===== src/sv/wsta_pkg.sv =====
package wsta_pkg;

   // sizing
   localparam int NUM_SERVERS = 16;
   localparam int IDX_W = (NUM_SERVERS > 1) ? $clog2(NUM_SERVERS) : 1;

   // field widths
   localparam int SERVER_ID_W = 4;
   localparam int WEIGHT_W = 20;
   localparam int DURATION_W = 20;
   localparam int TIME_W = 40;
   localparam int CSR_W = 5;

   localparam logic [TIME_W-1:0] TIME_MAX = {TIME_W{1'b1}};
   localparam logic [CSR_W-1:0] SERVERS_IN_USE_RESET = CSR_W'(16);

   // request operation codes
   localparam logic OP_LOAD = 1'b0;
   localparam logic OP_TASK = 1'b1;

   typedef struct packed {
      logic                   operation;
      logic [SERVER_ID_W-1:0] server_id;
      logic [WEIGHT_W-1:0]    weight;
      logic [DURATION_W-1:0]  duration;
   } req_type;

   typedef struct packed {
      logic [SERVER_ID_W-1:0] assigned_server;
      logic [TIME_W-1:0]      start_time;
   } rsp_type;

   // controller to datapath commands
   typedef struct packed {
      logic load_weight;
      logic begin_task;
      logic scan_min;
      logic scan_sel;
      logic commit;
   } cmd_type;

   // datapath to controller status
   typedef struct packed {
      logic last_index;
   } status_type;

endpackage


===== src/sv/wsta_ctrl.sv =====
module wsta_ctrl (
   input  logic                 clock,
   input  logic                 reset,
   input  logic                 start,
   input  logic                 req_operation,
   input  wsta_pkg::status_type status,
   output wsta_pkg::cmd_type    cmd,
   output logic                 busy
);

   typedef enum logic [1:0] {
      ST_IDLE,
      ST_SCAN_MIN,
      ST_SCAN_SEL,
      ST_COMMIT
   } state_type;

   state_type state_ff;
   state_type state_in;
   logic      busy_ff;
   logic      busy_in;

   // next state and commands
   always_comb begin
      state_in = state_ff;
      cmd = '0;
      unique case (state_ff)
         ST_IDLE: begin
            if (start) begin
               if (req_operation == wsta_pkg::OP_TASK) begin
                  cmd.begin_task = 1'b1;
                  state_in = ST_SCAN_MIN;
               end else begin
                  cmd.load_weight = 1'b1;
               end
            end
         end
         ST_SCAN_MIN: begin
            cmd.scan_min = 1'b1;
            if (status.last_index) begin
               state_in = ST_SCAN_SEL;
            end
         end
         ST_SCAN_SEL: begin
            cmd.scan_sel = 1'b1;
            if (status.last_index) begin
               state_in = ST_COMMIT;
            end
         end
         ST_COMMIT: begin
            cmd.commit = 1'b1;
            state_in = ST_IDLE;
         end
         default: begin
            state_in = ST_IDLE;
         end
      endcase
      busy_in = (state_in != ST_IDLE);
   end

   // state and registered busy
   always_ff @(posedge clock) begin
      if (reset) begin
         state_ff <= ST_IDLE;
         busy_ff <= 1'b0;
      end else begin
         state_ff <= state_in;
         busy_ff <= busy_in;
      end
   end

   assign busy = busy_ff;

endmodule


===== src/sv/wsta_datapath.sv =====
module wsta_datapath (
   input  logic                                clock,
   input  logic                                reset,
   input  wsta_pkg::cmd_type                   cmd,
   input  wsta_pkg::req_type                   req_item,
   input  logic                                csr_write_enable,
   input  logic [wsta_pkg::CSR_W-1:0]          csr_write_data,
   output wsta_pkg::status_type                status,
   output logic                                rsp_strobe,
   output wsta_pkg::rsp_type                   rsp_item
);

   localparam int IDX_W = wsta_pkg::IDX_W;
   localparam int TIME_W = wsta_pkg::TIME_W;
   localparam int WEIGHT_W = wsta_pkg::WEIGHT_W;

   // server tables
   logic [TIME_W-1:0]   free_at_ff [wsta_pkg::NUM_SERVERS];
   logic [WEIGHT_W-1:0] weight_ff [wsta_pkg::NUM_SERVERS];

   // configuration and global time
   logic [wsta_pkg::CSR_W-1:0] servers_in_use_ff;
   logic [TIME_W-1:0]          current_time_ff, current_time_in;
   logic [TIME_W-1:0]          task_count_ff, task_count_in;

   // per task working registers
   logic [IDX_W-1:0]                idx_ff, idx_in;
   logic [IDX_W-1:0]                last_ff, last_in;
   logic [TIME_W-1:0]               t_ff, t_in;
   logic [wsta_pkg::DURATION_W-1:0] dur_ff, dur_in;
   logic                            any_free_ff, any_free_in;
   logic [TIME_W-1:0]               earliest_ff, earliest_in;
   logic                            found_ff, found_in;
   logic [IDX_W-1:0]                best_ff, best_in;
   logic [WEIGHT_W-1:0]             best_w_ff, best_w_in;

   // result register
   logic                rsp_strobe_ff, rsp_strobe_in;
   wsta_pkg::rsp_type   rsp_item_ff, rsp_item_in;

   logic [TIME_W-1:0]   fa_rd;
   logic [WEIGHT_W-1:0] w_rd;
   logic                fa_le_t;
   logic                take;
   logic                at_last;
   logic [TIME_W:0]     free_sum;
   logic [TIME_W-1:0]   new_free_at;
   logic [IDX_W-1:0]    load_idx;
   logic                load_ok;
   logic [IDX_W-1:0]    clamp_last;

   assign fa_rd = free_at_ff[idx_ff];
   assign w_rd = weight_ff[idx_ff];
   assign fa_le_t = (fa_rd <= t_ff);
   assign take = fa_le_t && (!found_ff || (w_rd < best_w_ff));
   assign at_last = (idx_ff == last_ff);
   assign status.last_index = at_last;

   // saturating finish time
   assign free_sum = {1'b0, t_ff} + (TIME_W + 1)'(dur_ff);
   assign new_free_at = free_sum[TIME_W] ? wsta_pkg::TIME_MAX : free_sum[TIME_W-1:0];

   // load address check
   assign load_idx = IDX_W'(req_item.server_id);
   assign load_ok = (32'(req_item.server_id) < wsta_pkg::NUM_SERVERS);

   // servers in use, clamped to the table size, as a last index
   always_comb begin
      priority if (servers_in_use_ff == '0) begin
         clamp_last = '0;
      end else if (32'(servers_in_use_ff) > wsta_pkg::NUM_SERVERS) begin
         clamp_last = IDX_W'(wsta_pkg::NUM_SERVERS - 1);
      end else begin
         clamp_last = IDX_W'(servers_in_use_ff - 1'b1);
      end
   end

   // scan and commit next values
   always_comb begin
      idx_in = idx_ff;
      last_in = last_ff;
      t_in = t_ff;
      dur_in = dur_ff;
      any_free_in = any_free_ff;
      earliest_in = earliest_ff;
      found_in = found_ff;
      best_in = best_ff;
      best_w_in = best_w_ff;
      current_time_in = current_time_ff;
      task_count_in = task_count_ff;
      rsp_strobe_in = 1'b0;
      rsp_item_in = rsp_item_ff;

      if (cmd.begin_task) begin
         idx_in = '0;
         last_in = clamp_last;
         t_in = (task_count_ff > current_time_ff) ? task_count_ff : current_time_ff;
         dur_in = req_item.duration;
         any_free_in = 1'b0;
         earliest_in = wsta_pkg::TIME_MAX;
         found_in = 1'b0;
         best_in = '0;
         best_w_in = '0;
      end

      // first pass: any server free, earliest free-at time
      if (cmd.scan_min) begin
         any_free_in = any_free_ff | fa_le_t;
         earliest_in = (fa_rd < earliest_ff) ? fa_rd : earliest_ff;
         if (at_last) begin
            idx_in = '0;
            if (!any_free_in) begin
               t_in = earliest_in;
            end
         end else begin
            idx_in = idx_ff + 1'b1;
         end
      end

      // second pass: lowest weight among free servers
      if (cmd.scan_sel) begin
         if (take) begin
            found_in = 1'b1;
            best_in = idx_ff;
            best_w_in = w_rd;
         end
         idx_in = at_last ? '0 : idx_ff + 1'b1;
      end

      // commit the assignment and emit the result
      if (cmd.commit) begin
         current_time_in = t_ff;
         if (task_count_ff != wsta_pkg::TIME_MAX) begin
            task_count_in = task_count_ff + 1'b1;
         end
         rsp_strobe_in = 1'b1;
         rsp_item_in.assigned_server = wsta_pkg::SERVER_ID_W'(best_ff);
         rsp_item_in.start_time = t_ff;
      end
   end

   // control and time registers
   always_ff @(posedge clock) begin
      if (reset) begin
         servers_in_use_ff <= wsta_pkg::SERVERS_IN_USE_RESET;
         current_time_ff <= '0;
         task_count_ff <= '0;
         rsp_strobe_ff <= 1'b0;
         for (int i = 0; i < wsta_pkg::NUM_SERVERS; i++) begin
            free_at_ff[i] <= '0;
         end
      end else begin
         if (csr_write_enable) begin
            servers_in_use_ff <= csr_write_data;
         end
         current_time_ff <= current_time_in;
         task_count_ff <= task_count_in;
         rsp_strobe_ff <= rsp_strobe_in;
         if (cmd.commit) begin
            free_at_ff[best_ff] <= new_free_at;
         end
      end
   end

   // payload registers
   always_ff @(posedge clock) begin
      idx_ff <= idx_in;
      last_ff <= last_in;
      t_ff <= t_in;
      dur_ff <= dur_in;
      any_free_ff <= any_free_in;
      earliest_ff <= earliest_in;
      found_ff <= found_in;
      best_ff <= best_in;
      best_w_ff <= best_w_in;
      rsp_item_ff <= rsp_item_in;
   end

   // weight table, undefined until loaded
   always_ff @(posedge clock) begin
      if (cmd.load_weight && load_ok) begin
         weight_ff[load_idx] <= req_item.weight;
      end
   end

   assign rsp_strobe = rsp_strobe_ff;
   assign rsp_item = rsp_item_ff;

endmodule


===== src/sv/weighted_server_task_assigner_top.sv =====
// Weighted server task assigner. A request with operation load writes one
// server weight and is taken with no result. A task request is latched,
// then a pass over the free-at table of the servers in use finds the
// earliest free time, a pass over the weights makes the choice, and a
// commit follows; each pass reads one table entry per cycle. busy is high
// from the first pass through the commit, and the result shows on rsp_item
// with rsp_strobe for exactly one cycle as busy falls. The receiver cannot
// stall it and must take it in that cycle. Write csr_write_data only while
// busy is low.
module weighted_server_task_assigner_top (
   input  logic                       clock,
   input  logic                       reset,
   input  logic                       start,
   output logic                       busy,
   input  wsta_pkg::req_type          req_item,
   output logic                       rsp_strobe,
   output wsta_pkg::rsp_type          rsp_item,
   input  logic                       csr_write_enable,
   input  logic [wsta_pkg::CSR_W-1:0] csr_write_data
);

   wsta_pkg::cmd_type    cmd;
   wsta_pkg::status_type status;

   // sequencing
   wsta_ctrl u_ctrl (
      .clock         (clock),
      .reset         (reset),
      .start         (start),
      .req_operation (req_item.operation),
      .status        (status),
      .cmd           (cmd),
      .busy          (busy)
   );

   // tables, scans and result
   wsta_datapath u_datapath (
      .clock            (clock),
      .reset            (reset),
      .cmd              (cmd),
      .req_item         (req_item),
      .csr_write_enable (csr_write_enable),
      .csr_write_data   (csr_write_data),
      .status           (status),
      .rsp_strobe       (rsp_strobe),
      .rsp_item         (rsp_item)
   );

endmodule

===== config.mk =====
export PLATFORM = sky130hd
export DESIGN_NAME = weighted_server_task_assigner_top
export DESIGN_NICKNAME = d
export VERILOG_FILES = /design/src/sv/wsta_pkg.sv /design/src/sv/wsta_ctrl.sv /design/src/sv/wsta_datapath.sv /design/src/sv/weighted_server_task_assigner_top.sv
export SDC_FILE = /design/constraint.sdc
export NUM_CORES = 2
export LEC_CHECK = 0
export BUFFER_PORTS_ARGS = -buffer_cell sky130_fd_sc_hd__buf_2
export CORE_ASPECT_RATIO = 1.1
export CORE_MARGIN = 2
export CORE_UTILIZATION = 60
export CTS_BUF_LIST = sky130_fd_sc_hd__clkbuf_16
export DETAILED_ROUTE_END_ITERATION = 10
export GPL_ROUTABILITY_DRIVEN = 0
export PLACE_DENSITY = 0.77
export SYNTH_ARGS = -nofsm -noshare
export SYNTH_HDL_FRONTEND = slang
export SYNTH_SLANG_ARGS = --single-unit

===== constraint.sdc =====
create_clock -name clock -period 10.2 [get_ports clock]
set_input_delay 3.06 -clock clock [delete_from_list [all_inputs] [get_ports clock]]
set_output_delay 3.06 -clock clock [all_outputs]
set_load 0.02 [all_outputs]

==> parameters.txt <==
Parameter                              Value

Synthesis
  EDFF count, synth ... roughly 1100
  Commonest cells in the netlist ... sky130_fd_sc_hd__edfxtp_1 (1073), sky130_fd_sc_hd__nor2_1 (545), sky130_fd_sc_hd__mux4_2 (298)
  Most used standard cell by instance count after synthesis ... sky130_fd_sc_hd__edfxtp_1
  Xor/xnor share of the synthesized area ... 0.00810
  Share of flip-flops with an asynchronous set or reset after synthesis ... 0
  Share of synthesized cell area in and, or, nand and nor gates ... 0.0822
  Most used flip-flop cell after synthesis ... sky130_fd_sc_hd__edfxtp_1
  Gate count after technology mapping ... 3891
  Count of synthesis-stage warnings from yosys ... 0
  Synthesized cell area ... about 0.056 sq mm
  Yosys reg bits ... between 1000 and 1500
  Largest area contributor in the synthesized netlist ... sky130_fd_sc_hd__edfxtp_1
  Area share of the leading cell type in the synthesized netlist ... 0.575
  Compound-cell area share of the yosys netlist ... 0.0654
  Post-Syn Nets ... about 4100
  Leading cell types by total area after synthesis ... sky130_fd_sc_hd__edfxtp_1 (57%), sky130_fd_sc_hd__mux4_2 (12%), sky130_fd_sc_hd__dfxtp_1 (5.6%)
  Sequential area share after synthesis ... 0.631
  Largest family of logic cells by synthesized area ... multiplexers
  Mean area per synthesized cell ... between 10 and 15 sq um
  Adder and majority gate portion of the synthesized area ... 0.0374
  Proportion of synthesized area in mux cells ... 0.142
  Number of unique standard cell types used by synthesis ... 78

CTS
  Number of buffers added by the clock tree synthesis step ... approximately 120
  Post-CTS Repair Setup Buffers ... 0
  Sink count of the clock tree ... between 1000 and 1500
  Insertion delay of the later-clocked pin in the worst-skew pair ... 740 ps
  CTS Hold Bufs ... 0
  Library cell used as clock root buffer ... sky130_fd_sc_hd__clkbuf_16
  CTS tree ... yes
  Clock buffer depth ... 3
  Worst-path clk slew ... around 70 ps
  Number of gates resized after cts ... 0
  CTS H-tree depth ... 3

Die
  Core ar. ... 0.0927 sq mm
  Total die area ... 0.0959 sq mm
  Starting Density ... 0.605
  Overall die height ... 325 um
  Standard-cell row count ... 117
  Number of placed I/O pins ... 100
  Die boundary width ... between 200 and 300 um

Timing
  Tmin final ... 5950 ps
  Final Hold Violating Endpoints ... 0
  Final setup vio count ... 0
  Unrepaired setup endpoints after global routing ... no
  Worst slew margin relative to its limit ... 0.0826
  Post-Route Hold Slack ... around 490 ps
  Number of slew-limit violations in the final report ... 0
  Actual transition at the worst max-transition pin ... between 1000 and 1500 ps
  Worst-case setup margin in the final layout ... between 4000 and 5000 ps
  Share of the cycle needed by the critical path after routing ... 0.583
  Final worst clock skew ... roughly 40 ps
  Total Neg Setup Slack ... 0 ps
  Peak Freq ... 0.168 GHz

Global routing
  Maximum number of pins on one net before global-route repair ... between 90 and 100
  Grt total ovfl ... 0
  Vias in the first global route ... roughly 35000
  Global-route usage over all layers ... 0.316
  Global-route wire length before repair ... 222000 um
  Number of antenna violations at the first check in global routing ... 5

Hold path
  Capture endpoint of the worst hold path ... u_datapath.best_w_ff[0]$_DFF_P_
  Critical hold path startpoint ... u_datapath.best_w_ff[0]$_DFF_P_
  Min-Delay Path Class ... reg -> reg
  Hold depth ... 2

Route
  Metal2 WL ... between 70000 and 80000 um
  Post-route DRC violation count ... 0
  Uppermost layer routed ... met5
  Number of DRC violations after detailed-routing iteration 0 ... ~4600
  Met1 wire length ... 52700 um
  Routed length per instance ... 28.8 um
  Final routed wirelength across all metal layers ... approximately 150000 um
  Router iterations before antenna repair ... 6
  DRT antenna net count ... 0
  Via density ... 6.67
  Via count ... around 35000
  Wire length on met3 ... 16800 um

Layout
  Area added between synthesis and finish ... 10.2%
  Fraction of layout cells with a size suffix above 1 ... 0.200
  Post-Layout Cell Count ... ~5300
  Filler Cells Inserted ... just over 6000
  Post-layout net count ... 4143
  Area taken by flip-flops and latches ... ~0.035 sq mm
  Share of the core filled with cells ... 0.667
  Multi-input logic area ... around 0.019 sq mm

Critical path
  Critical path fanouts, max ... between 90 and 100
  Endpoint required time on the critical path ... approximately 11000 ps
  Startpoint Class ... register
  Critical Path Sink Type ... register
  Flop2flop setup slack ... ~4200 ps
  Worst r2r path cells ... 12
  Crit path arrival time ... 6560 ps
  Type of the worst setup path ... reg -> reg
  R2r endpoint ... u_datapath.best_w_ff[7]$_DFF_P_

Power
  PwrDens ... a little under 200 mW/mm^2
  Leakage dissipation ... 21.7 nW
  Peak ir drop on the vdd network ... 0.000189 V

Placed design
  Detail Placement HPWL ... 87900 um
  Input/output buffers ... 99
  DP Worst Slack ... ~4000 ps
  Total placed cells including tap cells ... around 5100

Outcome
  Outcome ... completed

Job
  Max_cap viols ... 0
-- placed cells by master (no fill, tap or decap), types with 11 or more instances in the layout --
cell type	instances
sky130_fd_sc_hd__xor2_1	21
sky130_fd_sc_hd__o211ai_1	44
sky130_fd_sc_hd__edfxtp_1	1073
sky130_fd_sc_hd__nand4_1	42
sky130_fd_sc_hd__nand3_1	39
sky130_fd_sc_hd__dfxtp_1	154
sky130_fd_sc_hd__mux4_2	298
sky130_fd_sc_hd__a211oi_1	26
sky130_fd_sc_hd__mux2_4	14
sky130_fd_sc_hd__nor4b_1	14
sky130_fd_sc_hd__and3_1	11
sky130_fd_sc_hd__ha_1	164
sky130_fd_sc_hd__nor2b_1	19
sky130_fd_sc_hd__buf_2	98
sky130_fd_sc_hd__buf_4	82
sky130_fd_sc_hd__a21o_1	22
sky130_fd_sc_hd__nand2b_2	17
sky130_fd_sc_hd__nor2_2	14
sky130_fd_sc_hd__bufinv_16	15
sky130_fd_sc_hd__inv_1	190
sky130_fd_sc_hd__nand2_1	138
sky130_fd_sc_hd__clkbuf_16	124
sky130_fd_sc_hd__clkinv_1	19
sky130_fd_sc_hd__o22ai_1	39
sky130_fd_sc_hd__nor3_1	81
sky130_fd_sc_hd__nor2_1	533
sky130_fd_sc_hd__a21oi_1	242
sky130_fd_sc_hd__o21ai_0	85
sky130_fd_sc_hd__or3_1	12
sky130_fd_sc_hd__mux2i_1	95
sky130_fd_sc_hd__o211a_1	30
sky130_fd_sc_hd__nand2_2	13
sky130_fd_sc_hd__nor3_2	26
sky130_fd_sc_hd__xnor2_1	29
sky130_fd_sc_hd__clkinv_2	20
-- layer usage --
metal | vias to the layer above | global-route usage
met5 | - | 0
met4 | 8 | 0.165
met3 | 465 | 0.0683
met2 | 2338 | 0.510
met1 | 17500 | 0.404
li1 | 14900 | -
-- cells by family (layout without fill, tap and decap cells) --
group / count (synthesis) / after routing
and+or+nand+nor: 1010 / 1010
other: 0 / 1
adders and majority gates: 167 / 167
DFF: 1231 / 1231
buffers and inverters: 444 / 571
AOI/OAI and AO/OA: 571 / 571
muxes: 417 / 417
xor gates and xnor gates: 51 / 51
-- power by group --
part	internal [mW]	switching, mW	total [mW]
registers	5.62	0.170	5.79
clock network	2.58	1.95	4.53
logic	0.651	1.12	1.77
-- layout make-up --
type / instances / share of cell area
Timing Repair Buffer: 183 / 0.0189
Tap cell: 1249 / 0.0253
Clock buffer: 124 / 0.0502
Inverter: 172 / 0.0105
Clock inverter: 92 / 0.0145
Multi-Input combinational cell: 2216 / 0.308
Sequential cell: 1231 / 0.573
Antenna cell: 1 / 0.0000405
-- per-stage QoR --
step                area [sq um]  power, mW
floorplan                  56100       7.02
global placement           57800       7.59
detailed placement         57800       7.63
CTS                        61800       12.1
global route               61800       12.4
finish                     61800       12.1
-- how the worst max path moves through the flow --
stage | depth (start not counted) | start | endpoint | slack (ps)
after detailed placement | 11 | register | u_datapath.t_ff[4]$_DFF_P_ | 4010
after floorplan | 3 | req_item[44] | u_datapath.weight_ff[0][0]$_DFFE_PP_ | 4750
after global routing | 13 | register | u_datapath.t_ff[30]$_DFF_P_ | 3860
after global placement | 7 | reset | u_datapath.free_at_ff[5][6]$_SDFFCE_PN0P_ | 4090
final | 12 | register | u_datapath.best_w_ff[7]$_DFF_P_ | 4250
after CTS | 11 | register | u_datapath.t_ff[4]$_DFF_P_ | 3990
-- registers in the layout, indices dropped and copies added (netlist names), 40 cells and up, named ones only --
name	cells
u_datapath.free_at_ff	640
u_datapath.weight_ff	320
u_datapath.rsp_item	44
u_datapath.current_time_ff	40
u_datapath.earliest_ff	40
u_datapath.t_ff	40
u_datapath.task_count_ff	40
-- worst max-delay path: stages, from the launching register on --
cell and delay, ps:
sky130_fd_sc_hd__dfxtp_4 860, sky130_fd_sc_hd__buf_12 620, sky130_fd_sc_hd__mux4_2 620, sky130_fd_sc_hd__mux4_2 620, sky130_fd_sc_hd__ha_1 240, sky130_fd_sc_hd__a211oi_1 240
sky130_fd_sc_hd__o211ai_1 120, sky130_fd_sc_hd__o221ai_1 220, sky130_fd_sc_hd__o2111ai_1 250, sky130_fd_sc_hd__a2111oi_0 590, sky130_fd_sc_hd__nand2b_1 350, sky130_fd_sc_hd__o211ai_4 430
sky130_fd_sc_hd__mux2_4 450
(Power assumes the default switching activity.)
